<file path="config.mk">
export PLATFORM = sky130hd
export DESIGN_NAME = lse_div
export DESIGN_NICKNAME = d
export VERILOG_FILES = /design/src/lse_pkg.sv /design/src/lse_div.sv
export SDC_FILE = /design/constraint.sdc
export NUM_CORES = 1
export LEC_CHECK = 0
export BUFFER_PORTS_ARGS = -buffer_cell sky130_fd_sc_hd__buf_2
export CAP_MARGIN = 25
export CORE_MARGIN = 4
export CORE_UTILIZATION = 38
export DETAILED_ROUTE_END_ITERATION = 16
export SYNTH_ARGS = -nofsm -noshare
export SYNTH_HDL_FRONTEND = slang
export SYNTH_SLANG_ARGS = --single-unit
</file>
<file path="constraint.sdc">
create_clock -name clk -period 10.5 [get_ports clk]
set_input_delay 1.575 -clock clk [delete_from_list [all_inputs] [get_ports clk]]
set_output_delay 1.575 -clock clk [all_outputs]
set_load 0.005 [all_outputs]
</file>
<file path="src/lse_pkg.sv">
package lse_pkg;

    localparam int AGE_W = 8;
    localparam int CFG_W = 16;
    localparam int SEL_W = 16;

    // Ages above this bound are evaluated at the bound.
    localparam int unsigned MAX_AGE = 255;

    // Configuration register indexes
    localparam logic [1:0] CFG_AGE_AT_HALF = 2'd0;
    localparam logic [1:0] CFG_HALF_TO_95  = 2'd1;
    localparam logic [1:0] CFG_PLATEAU     = 2'd2;

    typedef enum logic [1:0] {
        REG_ZERO    = 2'd0,
        REG_CURVE   = 2'd1,
        REG_PLATEAU = 2'd2
    } region_t;

    // Per-item sideband carried alongside the arithmetic
    typedef struct packed {
        logic [AGE_W-1:0] age;
        region_t          region;
        logic             neg;
    } lse_side_t;

    // Front end: d = a50 - age*256, lim = 5*ato95
    localparam int D_W   = 18;
    localparam int LIM_W = 19;
    localparam int MAG_W = 17;

    // First division: |t| in Q16
    localparam int DIV1_NUM_W = 34;
    localparam int DIV1_DEN_W = 16;
    localparam int DIV1_QUO_W = 20;
    localparam int DIV1_STEPS = 4;

    // Exponent path
    localparam int              PROD_W      = 39;
    localparam int              UQ_W        = 23;
    localparam int              K_W         = 7;
    localparam int              ENTRY_W     = 31;
    localparam logic [18:0]     LOG2_19_Q16 = 19'd278392;

    // Second division: alpha-weighted logistic
    localparam int DIV2_NUM_W = 47;
    localparam int DIV2_DEN_W = 32;
    localparam int DIV2_QUO_W = 18;
    localparam int DIV2_STEPS = 2;

    function automatic longint unsigned isqrt_floor(input longint unsigned x);
        longint unsigned v;
        longint unsigned r;
        longint unsigned probe;
        v     = x;
        r     = 64'd0;
        probe = 64'h4000_0000_0000_0000;
        for (int i = 0; i < 32; i++)
        begin
            if (probe > v)
            begin
                probe = probe >> 2;
            end
        end
        for (int i = 0; i < 32; i++)
        begin
            if (probe != 64'd0)
            begin
                if (v >= r + probe)
                begin
                    v = v - (r + probe);
                    r = (r >> 1) + probe;
                end
                else
                begin
                    r = r >> 1;
                end
                probe = probe >> 2;
            end
        end
        return r;
    endfunction

    // 2^(-idx / 2^nbits) in Q30, product of repeated square roots of one half
    function automatic logic [ENTRY_W-1:0] frac_pow2_neg(input int unsigned idx,
                                                         input int unsigned nbits);
        longint unsigned root;
        longint unsigned acc;
        root = 64'd1 << 29;
        acc  = 64'd1 << 30;
        for (int unsigned m = 1; m <= nbits; m++)
        begin
            root = isqrt_floor(root << 30);
            if (((idx >> (nbits - m)) & 1) != 0)
            begin
                acc = (acc * root + (64'd1 << 29)) >> 30;
            end
        end
        return ENTRY_W'(acc);
    endfunction

endpackage

</file>
<file path="src/lse_div.sv">
module lse_div
    import lse_pkg::*;
#(
    parameter int NUM_W = 34,
    parameter int DEN_W = 16,
    parameter int QUO_W = 20,
    parameter int STEPS = 4
)
(
    input  logic             clk,
    input  logic             rst_n,
    input  logic             in_valid,
    output logic             in_ready,
    input  logic [NUM_W-1:0] in_num,
    input  logic [DEN_W-1:0] in_den,
    input  lse_side_t        in_side,
    output logic             out_valid,
    input  logic             out_ready,
    output logic [QUO_W-1:0] out_quo,
    output lse_side_t        out_side
);

    localparam int STAGES = QUO_W / STEPS;
    localparam int PR_W   = DEN_W + QUO_W;

    // Partial remainder in the top DEN_W bits, dividend bits then quotient bits below
    logic [PR_W-1:0]  pr_reg   [STAGES];
    logic [DEN_W-1:0] den_reg  [STAGES];
    lse_side_t        side_reg [STAGES];
    logic             vld_reg  [STAGES];
    logic [STAGES:0]  rdy;

    function automatic logic [PR_W-1:0] div_steps(input logic [PR_W-1:0] pr,
                                                  input logic [DEN_W-1:0] den);
        logic [PR_W-1:0] acc;
        logic [DEN_W:0]  trial;
        logic            qbit;
        acc = pr;
        for (int i = 0; i < STEPS; i++)
        begin
            trial = acc[PR_W-1:QUO_W-1];
            qbit  = trial >= {1'b0, den};
            if (qbit)
            begin
                trial = trial - {1'b0, den};
            end
            acc = {trial[DEN_W-1:0], acc[QUO_W-2:0], qbit};
        end
        return acc;
    endfunction

    always_comb
    begin
        rdy[STAGES] = out_ready;
        for (int s = STAGES - 1; s >= 0; s--)
        begin
            rdy[s] = !vld_reg[s] || rdy[s+1];
        end
    end

    always_ff @(posedge clk or negedge rst_n)
    begin
        if (!rst_n)
        begin
            for (int s = 0; s < STAGES; s++)
            begin
                vld_reg[s] <= 1'b0;
            end
        end
        else
        begin
            if (rdy[0])
            begin
                vld_reg[0] <= in_valid;
            end
            for (int s = 1; s < STAGES; s++)
            begin
                if (rdy[s])
                begin
                    vld_reg[s] <= vld_reg[s-1];
                end
            end
        end
    end

    always_ff @(posedge clk)
    begin
        if (rdy[0] && in_valid)
        begin
            pr_reg[0]   <= div_steps(PR_W'(in_num), in_den);
            den_reg[0]  <= in_den;
            side_reg[0] <= in_side;
        end
        for (int s = 1; s < STAGES; s++)
        begin
            if (rdy[s] && vld_reg[s-1])
            begin
                pr_reg[s]   <= div_steps(pr_reg[s-1], den_reg[s-1]);
                den_reg[s]  <= den_reg[s-1];
                side_reg[s] <= side_reg[s-1];
            end
        end
    end

    assign in_ready  = rdy[0];
    assign out_valid = vld_reg[STAGES-1];
    assign out_quo   = pr_reg[STAGES-1][QUO_W-1:0];
    assign out_side  = side_reg[STAGES-1];

    a_rem_below_den: assert property (@(posedge clk) disable iff (!rst_n)
        out_valid |-> pr_reg[STAGES-1][PR_W-1:QUO_W] < den_reg[STAGES-1])
        else $error("final remainder not below divisor");

    a_stall_holds: assert property (@(posedge clk) disable iff (!rst_n)
        out_valid && !out_ready |=> out_valid && $stable(out_quo))
        else $error("quotient changed while stalled");

endmodule

</file>
### After elaboration in Yosys (flattened, before gate mapping)

Memories as Yosys holds them, arrays and structs flattened.
Index checks and enable logic that the tools add are counted.

| storage, ports and cells | value |
|---|---|
| register bits after elaboration | 5 |
| RAM bits | 315 |
| output and inout port bits | 33 |
| logic and storage cells | 113 |
| memories kept | 3 |

Memories:

| name | depth | bits a word | read ports | clocked after memory_dff | wr ports | line | RTL |
|---|---|---|---|---|---|---|---|
| pr_reg | 5 | 36 | 5 | 0 | 5 | lse_div.sv:27 | `logic [PR_W-1:0] pr_reg [STAGES];` |
| den_reg | 5 | 16 | 4 | 0 | 5 | lse_div.sv:28 | `logic [DEN_W-1:0] den_reg [STAGES];` |
| side_reg | 5 | 11 | 5 | 0 | 5 | lse_div.sv:29 | `lse_side_t side_reg [STAGES];` |

| operators by class | value |
|---|---|
| add/subtract/negate cells | 20 |
| $lt $le $gt $ge | 20 |
| muxes and demuxes | 50 |
| reduce and logical (&&, ||, !) cells | 15 |

Operators with widths:

| operator | count |
|---|---|
| two-way mux 16 bit | 40 |
| greater-or-equal comparator 17 x 16 -> 1 bit | 19 |
| subtractor 16 bit | 19 |
| greater-or-equal comparator 15 x 16 -> 1 bit | 1 |
| subtractor 15 x 16 -> 16 bit | 1 |
| two-way mux 1 bit | 10 |
| logical AND 1 bit | 5 |
| zero test 1 bit | 5 |
| logical OR 1 bit | 5 |

### Logic depth before layout (Yosys ltp)

Gate-level depths: netlist (run 1).

| logic depth | value |
|---|---|
| depth after elaboration | 17 |
| mapped depth | 50 |
| gate-level depth less buffers | 44 |

### Worst setup path after synthesis (run 1)

OpenSTA, ideal clock, no wires.

| timing | value |
|---|---|
| kind | register to register |
| from | memory den_reg[2][3] (netlist: den_reg[0][35]) |
| to | memory pr_reg[0][135] in the netlist's numbering, data pin |
| setup time | 0.262 ns |
| arrival | 10.552 ns |
| required time | 10.238 ns |
| slack | -0.314 ns |
| cell stages (with the launch flop) | 49 |
| path buffers | 5 |
| path through | edfxtp_1 > inv_1 > ha_1 > a21o_1 > a21o_1 > or4b_4 > a21oi_2 > o21ai_2 > clkbuf_1 > clkbuf_1 > o21ai_0 > inv_1 > ha_1 > nor2b_1 > o21ai_0 > a21o_1 > a21oi_1 > a311oi_1 > [... 13 more ...] > o21bai_1 > a211oi_4 > buf_2 > nand2_1 > o21ai_0 > ha_1 > nor2b_1 > o31a_1 > o41a_1 > o211a_1 > o21a_1 > o21ai_0 > a21oi_1 > o21a_1 > o21ai_0 > o2111ai_4 > buf_6 > mux2_1 |

RTL lines:

| item | line |
|---|---|
| start, declared | lse_div.sv:28 |
| end, declared | lse_div.sv:27 |

==> impl_metrics.csv, run 1 <==
group,metric,value,unit
synthesis,synthFlopType,"edfxtp_1",
setup_path,cp_common_cell,"ha_1",
setup_path,critPathTopFamily,"compound AO/OA/AOI/OAI gates",
drt,drtIter0Drc,1601,
grt,antenna_found_initial,2,
clock_tree,clk_latency,0.56,ns
clock_tree,cts_tree,"built",
setup_path,path_class,"reg2reg",
synthesis,synth-seq-cells,288,
floorplan,die_x,271,um
floorplan,die_h,271,um
timing,finalSetupViolCount,0,
setup_path,worstPathRequired,10.81,ns
setup_path,start_kind,"flip-flop",
setup_path,path_max_fanout,16,
synthesis,synthTopCellsByArea,"edfxtp_1 (32%), ha_1 (15%), mux2_2 (5.3%), xnor2_1 (4.9%), a21oi_1 (4.3%)",
timing,fmax,98.6,MHz
cells_and_area,final_layout_size_suffix_gt1_frac,0.185,
synthesis,synth_edf_count,283,
timing,slew_viol_final,0,
job,maxCapViolations,0,
synthesis,synth_area,26300,um^2
grt,grt_first_pass_wirelength,118000,um
floorplan,dieArea,73500,um^2
grt,grt_overflow,0,
setup_path,end_kind,"flip-flop",
timing,max_slew_margin,0.320,
clock_tree,cts_sinks,288,
cells_and_area,n_antenna_cell,0,
cells_and_area,fin_util,0.444,
drt,route.final.wire_length,75900,um
floorplan,start_util,0.384,
clock_tree,htree_num_levels,2,
timing,period_needed,10.14,ns
placement,hpwl,61400,um
drt,drtPass1Iterations,5,
placement,io_buffers,97,
drt,wl_per_cell,19.3,um
drt,num_vias,21900,
floorplan,core,68600,um^2
cells_and_area,largest_reg_flops,164,
floorplan,num_io_pins,98,
cells_and_area,fillers,6574,
drt,vias_per_cell,5.58,
outcome,outcome,"completed",
setup_path,worst-path-buf-inv,4,
synthesis,yosys_warnings,0,
clock_tree,root_buffer,"clkbuf_16",
drt,drc,0,
setup_path,crit_arrival,10.45,ns
grt,grt_pass1_vias,21800,
synthesis,yosysUniqueCellTypes,95,
setup_path,slowest_delay,0.53,ns
synthesis,ys_seq_area_frac,0.328,
synthesis,synth_nets,3133,
clock_tree,clk_pin_slew,0.07,ns
cells_and_area,area_growth,15.8,%
cells_and_area,seqCellArea,8620,um^2
timing,worst_slew_pin_slew,1.02,ns
min_path,hold_path_class,"reg2reg",
drt,antenna_left,0,
timing,skew,0.0408,ns
cells_and_area,final_nets,3375,
timing,finalCritPeriodShare,0.966,
setup_path,critPathSlowestCell,"or4b_4",
grt,grt_max_degree,64,
clock_tree,clock_path_buffers,3,
placement,gp_congestion,0.938,
synthesis,async_flop_share,0.0174,
grt,track_usage,0.200,
clock_tree,numCtsBuffers,35,
synthesis,syn_area_per_cell,9.64,um^2
cells_and_area,multi_input_area,16700,um^2
floorplan,rows,96,
synthesis,synth.top_cell.area_share,0.323,
timing,final-hold-violation-count,0,
synthesis,syn_inst,2730,
synthesis,synth_area_leader_cell,"edfxtp_1",
==> cell usage after synthesis, types with 33 or more instances <==
library cell,instances
a21o_1,87
a21oi_1,224
edfxtp_1,283
ha_1,319
inv_1,208
mux2_2,125
nand2_1,169
nand2b_1,43
nand3_1,33
nand4_1,51
nor2_1,171
nor2b_1,41
nor3_1,48
o21a_1,40
o21ai_0,182
xnor2_1,148
xor2_1,76
==> cell usage in the layout, fill, tap and decap left out, drive strengths merged, types with 16 or more instances in the layout <==
cell type	synthesis	final
ha	319	319
edfxtp	283	283
buf	44	274
a21oi	227	227
inv	211	212
o21ai	185	185
nor2	172	172
nand2	171	171
xnor2	148	148
mux2	144	144
a21o	87	87
xor2	76	76
nand4	51	51
nor3	50	50
nand2b	43	43
nor2b	42	42
o21a	40	40
clkbuf	25	39
nand3	34	34
o21bai	27	27
mux2i	27	27
a211oi	24	24
o211ai	21	21
a31oi	20	20
fa	19	19
and2	19	19
or2	16	16
==> kinds of logic (layout without fill, tap and decap cells) <==
logic type / after synthesis / count (layout) / synth area share
AND/OR/NAND/NOR: 655 / 655 / 0.123
XOR/XNOR: 224 / 224 / 0.0745
AO/OA/AOI/OAI: 774 / 774 / 0.191
buffers and inverters: 280 / 547 / 0.0457
flip-flops: 288 / 288 / 0.328
adder cells (fa/ha/maj): 338 / 338 / 0.166
multiplexers: 171 / 171 / 0.0720
==> final cells by class <==
cell class / instances / share of cell area
Clock inverter: 23 / 0.0102
Clock buffer: 39 / 0.0299
Sequential cell: 288 / 0.283
Tap cell: 931 / 0.0382
Timing Repair Buffer: 274 / 0.0631
Inverter: 211 / 0.0263
Multi-Input combinational cell: 2162 / 0.549
==> layer usage <==
metal  up-vias  share of wire  wire length [um]  track usage
met5         -              0                 0            0
met4         0          0.031              2350       0.0624
met3       135          0.042              3210       0.0198
met2       546           0.47             35500        0.340
met1     10600           0.46             34800        0.268
li1      10600              -                 -            -
==> worst paths after layout <==
path | from | end | slack (ns) | depth (start not counted)
worst max-delay path | den_reg[0][35] | pr_reg[0][138] | 0.36 | 43
worst min register to register | pr_reg[0][79] | pr_reg[0][119] | 0.38 | 0
worst min-delay path | pr_reg[0][79] | pr_reg[0][119] | 0.38 | 0
max in group asynchronous | rst_n | vld_reg[1] | 9.52 | 1
min in group asynchronous | rst_n | vld_reg[4] | 0.85 | 1
worst max register to register | den_reg[0][35] | pr_reg[0][138] | 0.36 | 43
==> metrics by stage <==
step / std cells / area [um^2] / setup slack, ns / hold WS (ns) / setup TNS (ns)
4_1_cts: 3913 / 30100 / 0.00898 / 0.367 / 0
3_3_place_gp: 3850 / 28900 / 0.102 / 0.401 / 0
5_1_grt: 3928 / 30500 / -0.0943 / 0.390 / -1.64
6_report: 3928 / 30500 / 0.357 / 0.377 / 0
2_1_floorplan: 2730 / 26400 / 0.00774 / 0.400 / 0
3_5_place_dp: 3850 / 28900 / -0.0822 / 0.405 / -0.894
==> timing repair <==
action,4_1_cts,5_1_grt
setup buffers,1,14
endpoints found under the setup margin,16,68
gates resized for setup,0,65
pin swaps,1,8
hold buffers,0,0
hold endpoints to repair,0,0
Power of run 1 is left out: the tool's default activity adds up to more than one toggle a clock period on the data nets, which glitch-free logic cannot reach.
==> run 2: changes to the inputs <==
CELL_PAD_IN_SITES_DETAIL_PLACEMENT = 0   (was not set)
CELL_PAD_IN_SITES_GLOBAL_PLACEMENT = 1   (was not set)
PLACE_DENSITY_LB_ADDON = 0.1   (was not set)
RECOVER_POWER = 50   (was not set)
==> impl_metrics.csv, run 2 (synthesis gave the netlist of run 1 again) <==
group,metric,value,unit
grt,track_usage,0.212,
outcome,violations,"max-capacitance violations, max-slew violations",
grt,grt_max_degree,64,
setup_path,crit_arrival,10.27,ns
setup_path,slowest_delay,0.53,ns
setup_path,path_class,"reg2reg",
job,maxCapViolations,3,
clock_tree,clk_pin_slew,0.06,ns
drt,drc,0,
cells_and_area,largest_reg_flops,164,
timing,finalCritPeriodShare,0.947,
timing,slew_viol_final,96,
placement,hpwl,66400,um
clock_tree,clock_path_buffers,3,
drt,drtPass1Iterations,7,
clock_tree,clk_latency,0.57,ns
clock_tree,root_buffer,"clkbuf_16",
placement,placed_cell_area,29600,um^2
floorplan,die_h,271,um
grt,antenna_found_initial,1,
cells_and_area,final_nets,3465,
floorplan,rows,96,
floorplan,core,68600,um^2
cells_and_area,multi_input_area,16700,um^2
drt,route.final.wire_length,79700,um
floorplan,dieArea,73500,um^2
cells_and_area,fillers,6642,
cells_and_area,layout_common_cells,"ha_1 (316), edfxtp_1 (283), buf_4 (246), a21oi_1 (218), inv_1 (206)",
drt,drtIter0Drc,1206,
setup_path,r2r_cells,43,
setup_path,start_kind,"flip-flop",
cells_and_area,layout_commonest_cell,"ha_1",
drt,wl_per_cell,19.8,um
floorplan,num_io_pins,98,
drt,vias_per_cell,5.37,
min_path,hold_path_class,"reg2reg",
timing,final-hold-violation-count,0,
grt,grt_pass1_vias,21600,
placement,io_buffers,97,
timing,setup_tns,0,ns
timing,finalSetupViolCount,0,
timing,skew,0.0302,ns
timing,period_needed,9.95,ns
grt,grt_overflow,0,
setup_path,critPathSlowestCell,"or4b_4",
cells_and_area,seqCellArea,8620,um^2
timing,fmax,101,MHz
clock_tree,hold_buffers,0,
cells_and_area,area_growth,17.5,%
timing,hold-worst-slack,0.395,ns
clock_tree,htree_num_levels,2,
outcome,outcome,"finished with violations",
clock_tree,numCtsBuffers,35,
cells_and_area,final_layout_size_suffix_gt1_frac,0.195,
drt,num_vias,21600,
placement,gp_congestion,0.919,
clock_tree,cts_tree,"built",
setup_path,worstPathRequired,10.82,ns
cells_and_area,stdcell_area,30900,um^2
setup_path,cp.depth,43,
setup_path,cp_common_cell,"ha_1",
timing,max_slew_margin,-2.16,
setup_path,worst-path-buf-inv,4,
timing,worst_slew_pin_slew,4.75,ns
setup_path,critPathTopFamily,"compound AO/OA/AOI/OAI gates",
grt,grt_first_pass_wirelength,123000,um
floorplan,die_x,271,um
drt,antenna_left,0,
clock_tree,cts_sinks,288,
setup_path,path_max_fanout,17,
cells_and_area,fin_util,0.451,
floorplan,start_util,0.384,
min_path,hold_depth,0,
cells_and_area,n_antenna_cell,0,
setup_path,end_kind,"flip-flop",
-- run 2: cell types whose count changed in the layout (fill, tap and decap cells not counted), moves of 3 or more --
cell and delta:
inv_2 -3, buf_4 +80, inv_1 +4, buf_2 -15, buf_6 -3, and2_0 +3, clkinv_1 -3, clkbuf_1 +30
bufinv_16 -4, a21oi_2 -9, a21oi_1 +8, and2_4 -3, clkinv_2 +4
-- run 2: stage by stage --
step,setup WS (ns),cells
floorplan,0.00774,2730
global placement,-0.270,3945
detailed placement,-0.294,3946
CTS,0.0325,4011
global route,-0.0253,4020
finish,0.551,4020
-- run 2: metal layers --
metal | track usage | wire length [um]
met1 | 0.283 | 36500
met2 | 0.365 | 37800
met5 | 0 | 0
met3 | 0.0298 | 3290
met4 | 0.0501 | 2090
-- run 2: final timing paths --
| kind | startpoint | to | slack, ns |
|---|---|---|---|
| max in group asynchronous | rst_n | vld_reg[2] | 9.41 |
| worst min-delay path | side_reg[0][25] | side_reg[0][36] | 0.39 |
| worst min register to register | side_reg[0][25] | side_reg[0][36] | 0.39 |
| worst max-delay path | pr_reg[0][94] | pr_reg[0][142] | 0.55 |
| worst max register to register | pr_reg[0][94] | pr_reg[0][142] | 0.55 |
| min in group asynchronous | rst_n | vld_reg[4] | 0.87 |
-- run 2: what timing repair did --
item                       4_1_cts  5_1_grt
pin swaps                        1        7
gates resized for setup          2       48
buffers inserted                 1        9
setup endpoints to repair       16       67
gates cloned                     0        0
-- run 2: area by class of cell --
cell class / instances / share of cell area
clock buffers: 40 / 0.0289
clock inverters: 24 / 0.00821
inverters: 211 / 0.0258
multi-input cells: 2162 / 0.539
flip-flops and latches: 288 / 0.279
well taps: 931 / 0.0377
repair buffers: 364 / 0.0813
Power of run 2 is left out for the same reason.
