[config.mk]
export PLATFORM = sky130hd
export DESIGN_NAME = lse_front
export DESIGN_NICKNAME = d
export VERILOG_FILES = /design/src/lse_pkg.sv /design/src/lse_front.sv
export SDC_FILE = /design/constraint.sdc
export NUM_CORES = 1
export LEC_CHECK = 0
export CAP_MARGIN = 40
export CORE_MARGIN = 8
export CORE_UTILIZATION = 48
export DETAILED_ROUTE_END_ITERATION = 12
export DONT_BUFFER_PORTS = 1
export GPL_TIMING_DRIVEN = 0
export PLACE_DENSITY = 0.62
export RECOVER_POWER = 100
export SLEW_MARGIN = 10
export SYNTH_ARGS = -nofsm -noshare
export SYNTH_HDL_FRONTEND = slang
export SYNTH_SLANG_ARGS = --single-unit
[constraint.sdc]
create_clock -name clk -period 11.15 [get_ports clk]
set_input_delay 0.5575 -clock clk [delete_from_list [all_inputs] [get_ports clk]]
set_output_delay 0.5575 -clock clk [all_outputs]
set_load 0.02 [all_outputs]
[src/lse_pkg.sv]
package lse_pkg;

    localparam int AGE_W = 8;
    localparam int CFG_W = 16;
    localparam int SEL_W = 16;

    // Ages above this bound are evaluated at the bound.
    localparam int unsigned MAX_AGE = 255;

    // Configuration register indexes
    localparam logic [1:0] CFG_AGE_AT_HALF = 2'd0;
    localparam logic [1:0] CFG_HALF_TO_95  = 2'd1;
    localparam logic [1:0] CFG_PLATEAU     = 2'd2;

    typedef enum logic [1:0] {
        REG_ZERO    = 2'd0,
        REG_CURVE   = 2'd1,
        REG_PLATEAU = 2'd2
    } region_t;

    // Per-item sideband carried alongside the arithmetic
    typedef struct packed {
        logic [AGE_W-1:0] age;
        region_t          region;
        logic             neg;
    } lse_side_t;

    // Front end: d = a50 - age*256, lim = 5*ato95
    localparam int D_W   = 18;
    localparam int LIM_W = 19;
    localparam int MAG_W = 17;

    // First division: |t| in Q16
    localparam int DIV1_NUM_W = 34;
    localparam int DIV1_DEN_W = 16;
    localparam int DIV1_QUO_W = 20;
    localparam int DIV1_STEPS = 4;

    // Exponent path
    localparam int              PROD_W      = 39;
    localparam int              UQ_W        = 23;
    localparam int              K_W         = 7;
    localparam int              ENTRY_W     = 31;
    localparam logic [18:0]     LOG2_19_Q16 = 19'd278392;

    // Second division: alpha-weighted logistic
    localparam int DIV2_NUM_W = 47;
    localparam int DIV2_DEN_W = 32;
    localparam int DIV2_QUO_W = 18;
    localparam int DIV2_STEPS = 2;

    function automatic longint unsigned isqrt_floor(input longint unsigned x);
        longint unsigned v;
        longint unsigned r;
        longint unsigned probe;
        v     = x;
        r     = 64'd0;
        probe = 64'h4000_0000_0000_0000;
        for (int i = 0; i < 32; i++)
        begin
            if (probe > v)
            begin
                probe = probe >> 2;
            end
        end
        for (int i = 0; i < 32; i++)
        begin
            if (probe != 64'd0)
            begin
                if (v >= r + probe)
                begin
                    v = v - (r + probe);
                    r = (r >> 1) + probe;
                end
                else
                begin
                    r = r >> 1;
                end
                probe = probe >> 2;
            end
        end
        return r;
    endfunction

    // 2^(-idx / 2^nbits) in Q30, product of repeated square roots of one half
    function automatic logic [ENTRY_W-1:0] frac_pow2_neg(input int unsigned idx,
                                                         input int unsigned nbits);
        longint unsigned root;
        longint unsigned acc;
        root = 64'd1 << 29;
        acc  = 64'd1 << 30;
        for (int unsigned m = 1; m <= nbits; m++)
        begin
            root = isqrt_floor(root << 30);
            if (((idx >> (nbits - m)) & 1) != 0)
            begin
                acc = (acc * root + (64'd1 << 29)) >> 30;
            end
        end
        return ENTRY_W'(acc);
    endfunction

endpackage

[src/lse_front.sv]
module lse_front
    import lse_pkg::*;
(
    input  logic                    clk,
    input  logic                    rst_n,
    input  logic                    in_valid,
    output logic                    in_ready,
    input  logic [AGE_W-1:0]        in_age,
    input  logic signed [CFG_W-1:0] age_at_half,
    input  logic [CFG_W-1:0]        half_to_ninety_five,
    output logic                    out_valid,
    input  logic                    out_ready,
    output logic [DIV1_NUM_W-1:0]   out_num,
    output logic [DIV1_DEN_W-1:0]   out_den,
    output lse_side_t               out_side
);

    logic                  vld1_reg;
    logic                  vld2_reg;
    logic                  rdy1;
    logic                  rdy2;
    logic signed [D_W-1:0] d_reg;
    logic signed [D_W-1:0] d_next;
    logic [LIM_W-1:0]      lim_reg;
    logic [LIM_W-1:0]      lim_next;
    logic [AGE_W-1:0]      age_reg;
    logic [AGE_W-1:0]      eval_age;

    logic signed [D_W+1:0] d_x;
    logic signed [D_W+1:0] lim_x;
    logic                  above;
    logic                  below;
    logic [D_W-1:0]        d_abs;
    logic [MAG_W-1:0]      mag;
    logic [DIV1_DEN_W-1:0] den_next;
    logic [DIV1_NUM_W-1:0] num_next;
    lse_side_t             side_next;

    logic [DIV1_NUM_W-1:0] num_reg;
    logic [DIV1_DEN_W-1:0] den_reg;
    lse_side_t             side_reg;

    assign rdy2     = !vld2_reg || out_ready;
    assign rdy1     = !vld1_reg || rdy2;
    assign in_ready = rdy1;

    // Stage 1: offset from a50 and the clamp bound
    always_comb
    begin
        if (32'(in_age) > MAX_AGE)
        begin
            eval_age = AGE_W'(MAX_AGE);
        end
        else
        begin
            eval_age = in_age;
        end
        d_next   = $signed({{(D_W-CFG_W){age_at_half[CFG_W-1]}}, age_at_half})
                 - $signed({2'b00, eval_age, 8'h00});
        lim_next = {1'b0, half_to_ninety_five, 2'b00} + {3'b000, half_to_ninety_five};
    end

    // Stage 2: region decision and first dividend
    always_comb
    begin
        d_x   = {{2{d_reg[D_W-1]}}, d_reg};
        lim_x = $signed({1'b0, lim_reg});
        above = d_x > lim_x;
        below = d_x < -lim_x;
        d_abs = d_reg[D_W-1] ? D_W'(-d_reg) : d_reg;
        if (above || below)
        begin
            mag = '0;
        end
        else
        begin
            mag = d_abs[MAG_W-1:0];
        end
        if (half_to_ninety_five == '0)
        begin
            den_next = DIV1_DEN_W'(1);
        end
        else
        begin
            den_next = half_to_ninety_five;
        end
        num_next = {1'b0, mag, 16'h0000} + {18'h0, 1'b0, den_next[DIV1_DEN_W-1:1]};
        side_next.age = age_reg;
        side_next.neg = d_reg[D_W-1];
        if (above)
        begin
            side_next.region = REG_ZERO;
        end
        else if (below)
        begin
            side_next.region = REG_PLATEAU;
        end
        else
        begin
            side_next.region = REG_CURVE;
        end
    end

    always_ff @(posedge clk or negedge rst_n)
    begin
        if (!rst_n)
        begin
            vld1_reg <= 1'b0;
            vld2_reg <= 1'b0;
        end
        else
        begin
            if (rdy1)
            begin
                vld1_reg <= in_valid;
            end
            if (rdy2)
            begin
                vld2_reg <= vld1_reg;
            end
        end
    end

    always_ff @(posedge clk)
    begin
        if (rdy1 && in_valid)
        begin
            d_reg   <= d_next;
            lim_reg <= lim_next;
            age_reg <= in_age;
        end
        if (rdy2 && vld1_reg)
        begin
            num_reg  <= num_next;
            den_reg  <= den_next;
            side_reg <= side_next;
        end
    end

    assign out_valid = vld2_reg;
    assign out_num   = num_reg;
    assign out_den   = den_reg;
    assign out_side  = side_reg;

    a_clamped_no_mag: assert property (@(posedge clk) disable iff (!rst_n)
        out_valid && out_side.region != REG_CURVE
            |-> out_num == DIV1_NUM_W'(out_den >> 1))
        else $error("clamped item carries a nonzero magnitude");

endmodule

=== Word level (Yosys, flattened, before mapping) ===
Index checks and enable logic that the tools add are counted.

* Bits in registers: 108
* Latch bits: 0
* RAM bits: 0
* Memory bits (read-only): 0
* Bits of input ports: 44
* Output and inout port bits: 63
* Memories kept: 0

* Add/sub/neg operators: 5
* Multipliers: 0
* Div/mod/pow operators: 0
* $lt $le $gt $ge: 2
* Eq/ne operators: 0
* Shift-type cells: 0
* Multiplexer cells: 4
* Bitwise gates (word level): 0
* Reduce and logical (&&, ||, !) cells: 8

{| class="wikitable"
|+ Operators with widths
! cell !! count
|-
| $add A33 B15 Y34 || 1
|-
| $mux W17 || 2
|-
| $gt A18 B20 Y1 || 1
|-
| $lt A18 B20 Y1 || 1
|-
| $neg A19 Y20 || 1
|-
| $add A18 B16 Y19 || 1
|-
| $sub A16 B17 Y18 || 1
|-
| $neg A17 Y17 || 1
|-
| $logic_not A16 Y1 || 1
|-
| $mux W16 || 1
|-
| $logic_or A1 B1 Y1 || 3
|-
| $logic_and A1 B1 Y1 || 2
|-
| $logic_not A1 Y1 || 2
|-
| $mux W2 || 1
|}

=== Logic depth before layout (Yosys ltp) ===
Gate-level depths: netlist of run 1.

* Depth in word-level cells: 5
* Depth in mapped cells: 14

=== Worst setup path before layout of run 1 ===
Ideal clock, no wire load.

* Path type: flip-flop to flip-flop
* From: reg lim_reg[2]
* To: reg num_reg[29], in the netlist out_num[29], data pin
* Library setup time: 0.254 ns
* Arrival time: 3.560 ns
* Slack: 7.336 ns
* Stages on the path, launching flop included: 15
* Clock period less this slack: 3.814 ns
* Path through: edfxtp_1 > or3_4 > or4_4 > nor4_4 > nand2_2 > nor4_4 > xnor2_1 > ha_1 > a21oi_1 > nor3_1 > a211o_1 > or3_1 > o221ai_2 > buf_6 > nor2_1

* Word-level cells in the longest chain between the ends: 5
* Elaborated cells on any way between the ends: 6
* Those cells by class: add/sub (2); order compare (2); mux (1); reduce/logical (1)

{| class="wikitable"
|+ RTL lines
! element !! RTL line !! text
|-
| from (decl) || lse_front.sv:24 || <nowiki>logic [LIM_W-1:0] lim_reg;</nowiki>
|-
| from (signal assigned) || lse_front.sv:129 || <nowiki>lim_reg <= lim_next;</nowiki>
|-
| $neg A19 Y20 || lse_front.sv:69 || <nowiki>below = d_x < -lim_x;</nowiki>
|-
| $lt A18 B20 Y1 || lse_front.sv:69 ||
|-
| $logic_or A1 B1 Y1 (*) || lse_front.sv:71 || <nowiki>if (above || below)</nowiki>
|-
| $mux W17 (*) || lse_front.sv:71 ||
|-
| $add A33 B15 Y34 (*) || lse_front.sv:87 || <nowiki>num_next = {1'b0, mag, 16'h0000} + {18'h0, 1'b0, den_next[DIV1_DEN_W-1:1]};</nowiki>
|-
| to (signal assigned) || lse_front.sv:134 || <nowiki>num_reg <= num_next;</nowiki>
|-
| to (decl) || lse_front.sv:39 || <nowiki>logic [DIV1_NUM_W-1:0] num_reg;</nowiki>
|}

Every way passes the cells marked *; elsewhere a longest branch is shown, timed or not.
A chain may end at the register's enable or synchronous reset.

=== Final worst setup path of run 1 ===
Ends and elaborated chain as after synthesis.

==> flow_summary.json, run 1 <==
{
  "status": "complete, but fails checks",
  "failed_checks": "max-capacitance violations, max-slew violations",
  "nets": 654,
  "min_period_ns": 5.13,
  "power_frac_seq_pct": 48.0,
  "cp.required_ns": 11.23,
  "vias": 3746,
  "std_cell_rows": 40,
  "ant_nets": 0,
  "largest_reg_flops": 19,
  "finalWirelength_um": 11200,
  "critPathLaunchType": "flip-flop",
  "hpwl_um": 9070,
  "fin_util_pct": 52.1,
  "die_area_um2": 15800,
  "clockBufferDepth": 2,
  "drv_slew": 33,
  "crit_arrival_ns": 5.21,
  "p_leak_nw": 2.46,
  "grt_pass1_vias": 4013,
  "synth_cell_types": 56,
  "crit_chain": "or3_1 > or4_1 > nor4_1 > nand2_2 > nor4_1 > xnor2_1 > ha_1 > a21oi_1 > nor3_1 > a211o_1 > or3_1 > o221ai_1 > clkbuf_1 > nor2_1",
  "clkPwrFrac_pct": 34.9,
  "cts.repair.resized": 0,
  "cts_tree": "built",
  "hold_buffers": 1,
  "hold_viol_final": 0,
  "clk_latency_ns": 0.34,
  "cts_root_buf": "clkbuf_16",
  "io_pins": 107,
  "first_iter_violations": 126,
  "seq_area_frac_synth_pct": 47.2,
  "irDropWorstVdd_uv": 63.2,
  "setup.worst_path.end_class": "flip-flop",
  "antenna_found_initial": 0,
  "yosysTopAreaCell": "edfxtp_1",
  "power.switching_mw": 0.262,
  "first_pass_iters": 4,
  "tightest_slew_ns": 1.59,
  "cts.htree.levels": 3,
  "routabilityCongestion": 0.815,
  "rsz0062_at_grt": "false",
  "critical_path_class": "flip-flop to flip-flop",
  "hold_path_class": "input port to flip-flop",
  "skew_ns": 0.00782,
  "grt_pass1_wl_um": 18500,
  "cp_slowest_cell": "nor4_1",
  "die_w_um": 126,
  "async_flop_share_pct": 2.20,
  "ys_dominant_reg_cell": "edfxtp_1",
  "yosysMostFrequentCell": "edfxtp_1",
  "grt_max_degree": 33,
  "grtUsageTotal_pct": 14.5,
  "synth_top_area_share_pct": 46.3,
  "core-area_um2": 11900,
  "slew_headroom_pct": -6.04,
  "clk_pin_slew_worst_paths_ns": 0.06,
  "antennaDiodeCount": 0,
  "yosysWarnings": 0,
  "clock.fmax_mhz": 195,
  "finalSetupViolCount": 0,
  "yosys-top-cells-area": "edfxtp_1 46%, ha_1 13%, xnor2_1 4.6%, inv_1 3.2%, nor2_1 2.7%",
  "area_delta_synth_final_pct": 7.20,
  "post-route-period-util_pct": 46.0,
  "yosys-top-cells-count": "89 x edfxtp_1, 62 x ha_1, 49 x inv_1, 42 x nor2_1, 35 x nand2_1",
  "switching_share_pct": 26.9,
  "wl_per_cell_um": 16.1,
  "syn_area_per_cell_um2": 10.9,
  "clock-sinks": 91,
  "regToRegSetupSlack_ns": 6.02,
  "powerDensity_nw_per_um2": 157,
  "fin_tns_setup_ns": 0,
  "synth-seq-cells": 91,
  "cts_setup_buffers": 0,
  "layout-drive-gt1-share_pct": 4.17,
  "start_util_pct": 48.6,
  "synthCells": 531,
  "grt-ovfl-total": 0,
  "pwr-share-comb_pct": 17.1,
  "p_int_mw": 0.711,
  "maxCapViolCount": 1,
  "synth_area_um2": 5770,
  "cp_max_fo": 10,
  "die_h_um": 126,
  "cpPeakStageDelay_ns": 0.61,
  "drc": 0,
  "io_buffers": 0,
  "cts_buffers": 9,
  "viasPerCell": 5.37,
  "synth_edf_count": 89
}
[power groups by stage]
stage | clock, mW | combinational (mW) | sequential (mW)
after floorplan | 0 | 0.141 | 0.466
after global placement | 0 | 0.166 | 0.475
after detailed placement | 0 | 0.176 | 0.475
after CTS | 0.348 | 0.177 | 0.468
after global routing | 0.359 | 0.194 | 0.471
final | 0.339 | 0.167 | 0.467
[critical path, delay by kind of cell (launching register included)]
family	cells	cell delay (ns)
AND/OR/NAND/NOR	8	2.54
AO/OA/AOI/OAI	3	1.02
buffers and inverters	1	0.38
flip-flops	1	0.44
XOR/XNOR	1	0.19
adder cells (fa/ha/maj)	1	0.28
[through the flow]
stage	setup WS, ns	total power [mW]	hold slack [ns]	instances	area [µm²]
global placement	6.98	0.641	0.262	679	5960
global route	5.63	1.02	0.294	698	6180
detailed placement	6.95	0.651	0.262	681	6000
CTS	6.94	0.993	0.297	698	6340
finish	6.02	0.973	0.313	698	6180
floorplan	7.34	0.607	0.262	532	5770
[logic make-up (layout without fill, tap and decap cells)]
logic type / Yosys count / in the layout / synth area share (%)
and+or+nand+nor: 155 / 155 / 14.6
DFF: 91 / 91 / 47.2
AOI/OAI and AO/OA: 87 / 87 / 9.89
buffers and inverters: 85 / 104 / 6.83
adders and majority gates: 64 / 64 / 14.1
xor gates and xnor gates: 47 / 47 / 7.14
other: 1 / 2 / 0.0650
muxes: 1 / 1 / 0.174
[metal layers]
metal	routed length, µm	track usage [%]	vias up
met4	231	6.95	0
met2	5470	25.3	86
met3	711	4.77	15
met1	4810	15.6	1735
met5	0	0	-
li1	-	-	1910
[placed cells by master (no fill, tap or decap), types with 4 or more instances in the layout]
cell	instances
a21oi_1	28
xnor2_1	30
nor3_1	11
or3_1	7
ha_1	62
o31ai_1	9
nand4_1	5
and4_1	4
nand3_1	10
inv_1	49
nor2_1	42
edfxtp_1	89
o21a_1	4
clkbuf_1	37
nor4_1	9
o211ai_1	4
nor2b_1	11
xor2_1	17
nand2_1	35
clkbuf_16	9
o21ai_0	19
a21boi_0	4
[path summary, 6_finish.rpt]
check / start / endpoint / depth (start not counted)
min in group asynchronous: rst_n / out_valid / 1
worst min-delay path: in_age[2] / age_reg[2] / 0
worst max register to register: lim_reg[2] / out_num[29] / 14
worst max-delay path: lim_reg[2] / out_num[29] / 14
worst min register to register: age_reg[4] / out_side[7] / 0
max in group asynchronous: rst_n / vld1_reg / 1
[cell type report]
class                   instances  area [µm²]
fillers                      1049        5680
clock inverters                 5         101
clock buffers                  11         233
multi-input cells             356        2590
plain buffers                  36         146
repair buffers                  3        17.5
inverters                      49         184
flip-flops and latches         91        2720
well taps                     147         184
Power figures use the tool's default switching activity.
==> run 2: changes to the inputs <==
- ABC_AREA: not set -> 1
- clock period: 11.15 -> 4.9 ns (I/O delays scaled with it)
==> run 2 against run 1 <==
  * The flow still finishes with violations (max-capacitance violations, max-slew violations)
  * Critical path depth rose by 5
  * Die area rose by 3.9%
  * Global-route usage rose by 0.78 points
  * Cell count rose by 22%
  * Critical endpoint is now out_num[23]
==> flow_summary.json, run 2 <==
{
  "status": "complete, but fails checks",
  "failed_checks": "max-capacitance violations, max-slew violations",
  "antenna_found_initial": 0,
  "clk_latency_ns": 0.33,
  "yosysWarnings": 0,
  "std_cell_rows": 41,
  "grt_pass1_vias": 4355,
  "crit_arrival_ns": 3.60,
  "cts_tree": "built",
  "yosysTopAreaCell": "edfxtp_1",
  "yosys-top-cells-count": "120 x nand2_1, 89 x edfxtp_1, 82 x inv_1, 62 x ha_1, 55 x nor2_1",
  "syn_area_per_cell_um2": 9.43,
  "finalWirelength_um": 12300,
  "seq_area_frac_synth_pct": 45.2,
  "clockBufferDepth": 2,
  "synth_edf_count": 89,
  "start_util_pct": 48.5,
  "hold_ws_ns": 0.0556,
  "layout_commonest_cell": "nand2_1",
  "async_flop_share_pct": 2.20,
  "ys_dominant_reg_cell": "edfxtp_1",
  "synth_cell_types": 42,
  "nets": 780,
  "critPathLaunchType": "flip-flop",
  "largest_reg_flops": 19,
  "irDropWorstVdd_uv": 146,
  "post_dp_cell_area_um2": 6300,
  "io_buffers": 0,
  "finalSetupViolCount": 0,
  "viasPerCell": 4.98,
  "antennaDiodeCount": 0,
  "ant_nets": 0,
  "vias": 4231,
  "p_leak_nw": 2.96,
  "fin_tns_setup_ns": 0,
  "first_pass_iters": 5,
  "drc": 0,
  "maxCapViolCount": 2,
  "hpwl_um": 9810,
  "design_area_um2": 6590,
  "synth_area_um2": 6030,
  "setup.worst_path.end_class": "flip-flop",
  "post-route-period-util_pct": 71.9,
  "cts.repair.resized": 0,
  "area_delta_synth_final_pct": 9.26,
  "powerDensity_nw_per_um2": 338,
  "drv_slew": 56,
  "multiInputGateArea_um2": 2680,
  "first_iter_violations": 192,
  "grt_pass1_wl_um": 20200,
  "yosysMostFrequentCell": "nand2_1",
  "die_w_um": 128,
  "wl_per_cell_um": 14.5,
  "cts_setup_buffers": 0,
  "layout-drive-gt1-share_pct": 4.43,
  "skew_ns": 0.00910,
  "slew_headroom_pct": -36.3,
  "hold_buffers": 19,
  "cts.htree.levels": 3,
  "synth-seq-cells": 91,
  "grtUsageTotal_pct": 15.3,
  "clock.fmax_mhz": 284,
  "cts_buffers": 9,
  "synthCells": 639,
  "grt-ovfl-total": 0,
  "cp.required_ns": 4.98,
  "hold_path_class": "input port to flip-flop",
  "rsz0062_at_grt": "false",
  "nFillCells": 1204,
  "tightest_slew_ns": 2.04,
  "clock-sinks": 91,
  "io_pins": 107,
  "core-area_um2": 12400,
  "clk_pin_slew_worst_paths_ns": 0.06,
  "yosys-top-cells-area": "edfxtp_1 44%, ha_1 13%, nand2_1 7.5%, xor2_1 5.5%, inv_1 5.1%",
  "die_h_um": 128,
  "routabilityCongestion": 0.836,
  "synth_top_area_share_pct": 44.3,
  "grt_max_degree": 38,
  "final_cell_mix": "122 x nand2_1, 89 x edfxtp_1, 82 x inv_1, 65 x nor2_1, 62 x ha_1",
  "cts_root_buf": "clkbuf_16",
  "critical_path_class": "flip-flop to flip-flop",
  "cp_max_fo": 10,
  "power.total_mw": 2.23,
  "hold_viol_final": 0,
  "ff_latch_area_um2": 2720,
  "die_area_um2": 16400,
  "min_period_ns": 3.52
}
-- run 2: cell count changes after synthesis, sizes merged, moves of 4 or more --
cell,change
nor4,-4
nand4,+6
and4,-4
xor2,+21
inv,+37
nor2b,-11
xnor2,-20
nand3,+12
o31ai,-9
a21oi,+9
nand2,+89
nor2,+25
or3,-7
-- run 2: cell type report --
cell class | count | area share, %
Tap cell | 172 | 3.27
Clock inverter | 5 | 0.817
Inverter | 86 | 4.90
Timing Repair Buffer | 21 | 3.00
Multi-Input combinational cell | 428 | 40.7
Sequential cell | 91 | 41.3
Buffer | 35 | 2.47
Clock buffer | 11 | 3.53
-- run 2: path summary, 6_finish.rpt --
check | to | from | cells after the start | slack [ns]
setup / recovery | out_num[23] | lim_reg[0] | 19 | 1.38
max in group asynchronous | out_valid | rst_n | 1 | 4.64
setup reg to reg | out_num[23] | lim_reg[0] | 19 | 1.38
hold / removal | vld1_reg | in_valid | 2 | 0.06
min in group asynchronous | vld1_reg | rst_n | 1 | 0.14
hold reg to reg | out_side[3] | age_reg[0] | 0 | 0.42
-- run 2: cell families (layout without fill, tap and decap cells) --
group	Yosys count	after routing	share of synthesized area [%]
compound gates	70	70	6.44
xor+xnor	48	48	6.98
fa+ha+maj	64	64	13.5
buf+inv	121	158	8.99
flops	91	91	45.2
mux	1	1	0.166
other cells	1	2	0.0622
simple gates	243	243	18.7
-- run 2: worst max-delay path, stage by stage, from the launching register on --
cell and delay [ns]:
edfxtp_1 0.43, inv_1 0.11, ha_1 0.19, nand3_1 0.12
nor3_1 0.29, and2_0 0.23, nand3_1 0.16, nor2_1 0.15
xor2_1 0.09, ha_1 0.28, nand2_1 0.05, nor2_1 0.16
nand2_1 0.10, nor2_1 0.11, nand2_1 0.08, nand4_1 0.09
nand2_1 0.10, nand2_1 0.30, buf_12 0.17, nor2_1 0.04
-- run 2: power breakdown --
group | total (mW) | internal (mW) | switching [mW] | leakage [nW]
combinational | 0.461 | 0.177 | 0.283 | 1.95
clock | 0.670 | 0.393 | 0.277 | 0.133
sequential | 1.10 | 0.980 | 0.117 | 0.880
total | 2.23 | 1.55 | 0.678 | 2.96
-- run 2: through the flow --
| stage | instances | setup WS (ns) | util [%] |
|---|---|---|---|
| after floorplan | 640 | 1.76 | - |
| after CTS | 849 | 1.67 | 54.6 |
| after detailed placement | 814 | 1.70 | 50.7 |
| final | 849 | 1.38 | 53.0 |
| after global placement | 812 | 0.836 | 50.3 |
| after global routing | 849 | 1.03 | 53.0 |
-- run 2: per-layer routing --
metal | track usage [%] | share of wire (%) | up-vias
met2 | 26.9 | 49 | 100
met5 | 0 | 0 | -
met4 | 3.92 | 0.86 | 0
met1 | 18.1 | 44 | 1952
li1 | - | - | 2171
met3 | 3.95 | 5.6 | 8
==> run 3: changes to the inputs <==
- clock period: 4.9 -> 3.3 ns (I/O delays scaled with it)
==> run 3 against run 2 <==
  * Register-to-register slack got worse by 1.2 ns
  * First-iteration DRC count down 6.8%
  * Critical endpoint is now out_num[26]
  * Combinational power is 68% higher
  * Die area unchanged
  * Non-clock buffer count increased by 22
  * The flow still finishes with violations (max-capacitance violations, max-slew violations)
  * Clock power is 49% higher
  * Global-route usage rose by 0.21 points
==> flow_summary.json, run 3 (synthesis gave the netlist of run 2 again) <==
{
  "status": "complete, but fails checks",
  "failed_checks": "max-capacitance violations, max-slew violations",
  "layout_commonest_cell": "nand2_1",
  "grtUsageTotal_pct": 15.5,
  "holdPathStages": 3,
  "largest_reg_flops": 19,
  "ff_latch_area_um2": 2720,
  "cts_tree": "built",
  "multiInputGateArea_um2": 2810,
  "drc": 0,
  "die_h_um": 128,
  "clk_pin_slew_worst_paths_ns": 0.06,
  "clock.fmax_mhz": 325,
  "io_pins": 107,
  "antenna_found_initial": 0,
  "grt_max_degree": 38,
  "powerDensity_nw_per_um2": 490,
  "clock-sinks": 91,
  "cp_max_fo": 5,
  "die_area_um2": 16400,
  "nFillCells": 1164,
  "ant_nets": 0,
  "skew_ns": 0.00847,
  "finalSetupViolCount": 0,
  "min_period_ns": 3.08,
  "irDropWorstVdd_uv": 206,
  "cts_buffers": 9,
  "io_buffers": 0,
  "reg2regPathDepth": 19,
  "crit_arrival_ns": 3.16,
  "critPathLaunchType": "flip-flop",
  "core-area_um2": 12400,
  "slew_headroom_pct": -7.89,
  "post-route-period-util_pct": 93.3,
  "std_cell_rows": 41,
  "drv_slew": 18,
  "cts_root_buf": "clkbuf_16",
  "first_iter_violations": 179,
  "grt_pass1_wl_um": 20400,
  "grt_pass1_vias": 4430,
  "first_pass_iters": 5,
  "cts.htree.levels": 3,
  "antennaDiodeCount": 0,
  "start_util_pct": 48.5,
  "place_ws_ns": 0.0964,
  "design_area_um2": 6950,
  "viasPerCell": 4.97,
  "routabilityCongestion": 0.836,
  "layout-drive-gt1-share_pct": 8.87,
  "finalWirelength_um": 12700,
  "tightest_slew_ns": 1.62,
  "final_cell_mix": "119 x nand2_1, 89 x edfxtp_1, 80 x inv_1, 61 x ha_1, 54 x nor2_1",
  "setup.worst_path.end_class": "flip-flop",
  "nets": 802,
  "power.total_mw": 3.40,
  "setup_ws_ns": 0.220,
  "wl_per_cell_um": 14.5,
  "area_delta_synth_final_pct": 15.3,
  "vias": 4331,
  "maxCapViolCount": 1,
  "post_dp_cell_area_um2": 6300,
  "clockBufferDepth": 2,
  "hold_path_class": "input port to flip-flop",
  "die_w_um": 128,
  "clk_latency_ns": 0.33,
  "cp.required_ns": 3.38,
  "grt-ovfl-total": 0,
  "critical_path_class": "flip-flop to flip-flop",
  "hold_viol_final": 0,
  "p_leak_nw": 3.09,
  "hpwl_um": 9810
}
run 3: changes by cell type in the layout (fill, tap and decap cells not counted), sizes merged:
cell / before / now
buf: 4 / 10
clkbuf: 44 / 45
dlygate4sd3: 19 / 34
run 3: worst paths after layout:
path / startpoint / end / slack, ns
worst max-delay path: lim_reg[0] / out_num[26] / 0.22
worst max register to register: lim_reg[0] / out_num[26] / 0.22
worst min-delay path: out_ready / out_valid / 0.004
max in group asynchronous: rst_n / out_valid / 3.12
min in group asynchronous: rst_n / vld1_reg / 0.06
worst min register to register: age_reg[0] / out_side[3] / 0.42
run 3: layout make-up:
cell class	count	share of cell area (%)
Timing Repair Buffer	43	6.23
Tap cell	172	3.10
Multi-Input combinational cell	428	40.4
Buffer	35	2.34
Sequential cell	91	39.2
Clock inverter	5	0.774
Clock buffer	11	3.35
Inverter	86	4.65
run 3: power breakdown:
part           internal [mW]  switching, mW
registers               1.45          0.176
clock network          0.584          0.416
logic                  0.314          0.461
run 3: metal layers:
metal  vias to the layer above  GRT usage [%]  share of wire, %
met5                         -              0                 0
met4                         0           4.06              0.77
met2                       106           27.6                50
met1                      2006           18.3                44
met3                         8           3.66               4.5
li1                       2211              -                 -
run 3: critical path, stage by stage, from the launching register on:
cell	delay [ns]
edfxtp_1	0.40
inv_2	0.09
ha_2	0.20
nand3_2	0.13
nor3_4	0.22
and2_4	0.19
nand3_2	0.09
nor2_2	0.13
xor2_1	0.08
ha_1	0.28
nand2_1	0.06
nor2_2	0.17
nand2_2	0.07
nor2_1	0.11
nand2_1	0.08
nand4_1	0.10
nand2_2	0.11
nand2_8	0.12
clkbuf_16	0.16
nor2_4	0.03
run 3: timing repair:
| item | 4_1_cts | 5_1_grt |
|---|---|---|
| hold endpoints to repair | 35 | 1 |
| resized for setup | 0 | 12 |
| hold buffers | 33 | 1 |
| buffers inserted | 0 | 6 |
| endpoints found under the setup margin | 0 | 17 |
run 3: through the flow:
stage	hold WS [ns]	util, %	setup TNS [ns]	cells
after floorplan	-0.131	-	0	640
after global placement	-0.131	50.3	-33.41	812
after detailed placement	-0.131	50.7	0	814
after CTS	0.00532	55.7	0	863
after global routing	0.000837	56.0	-0.136	871
final	0.00411	56.0	0	871
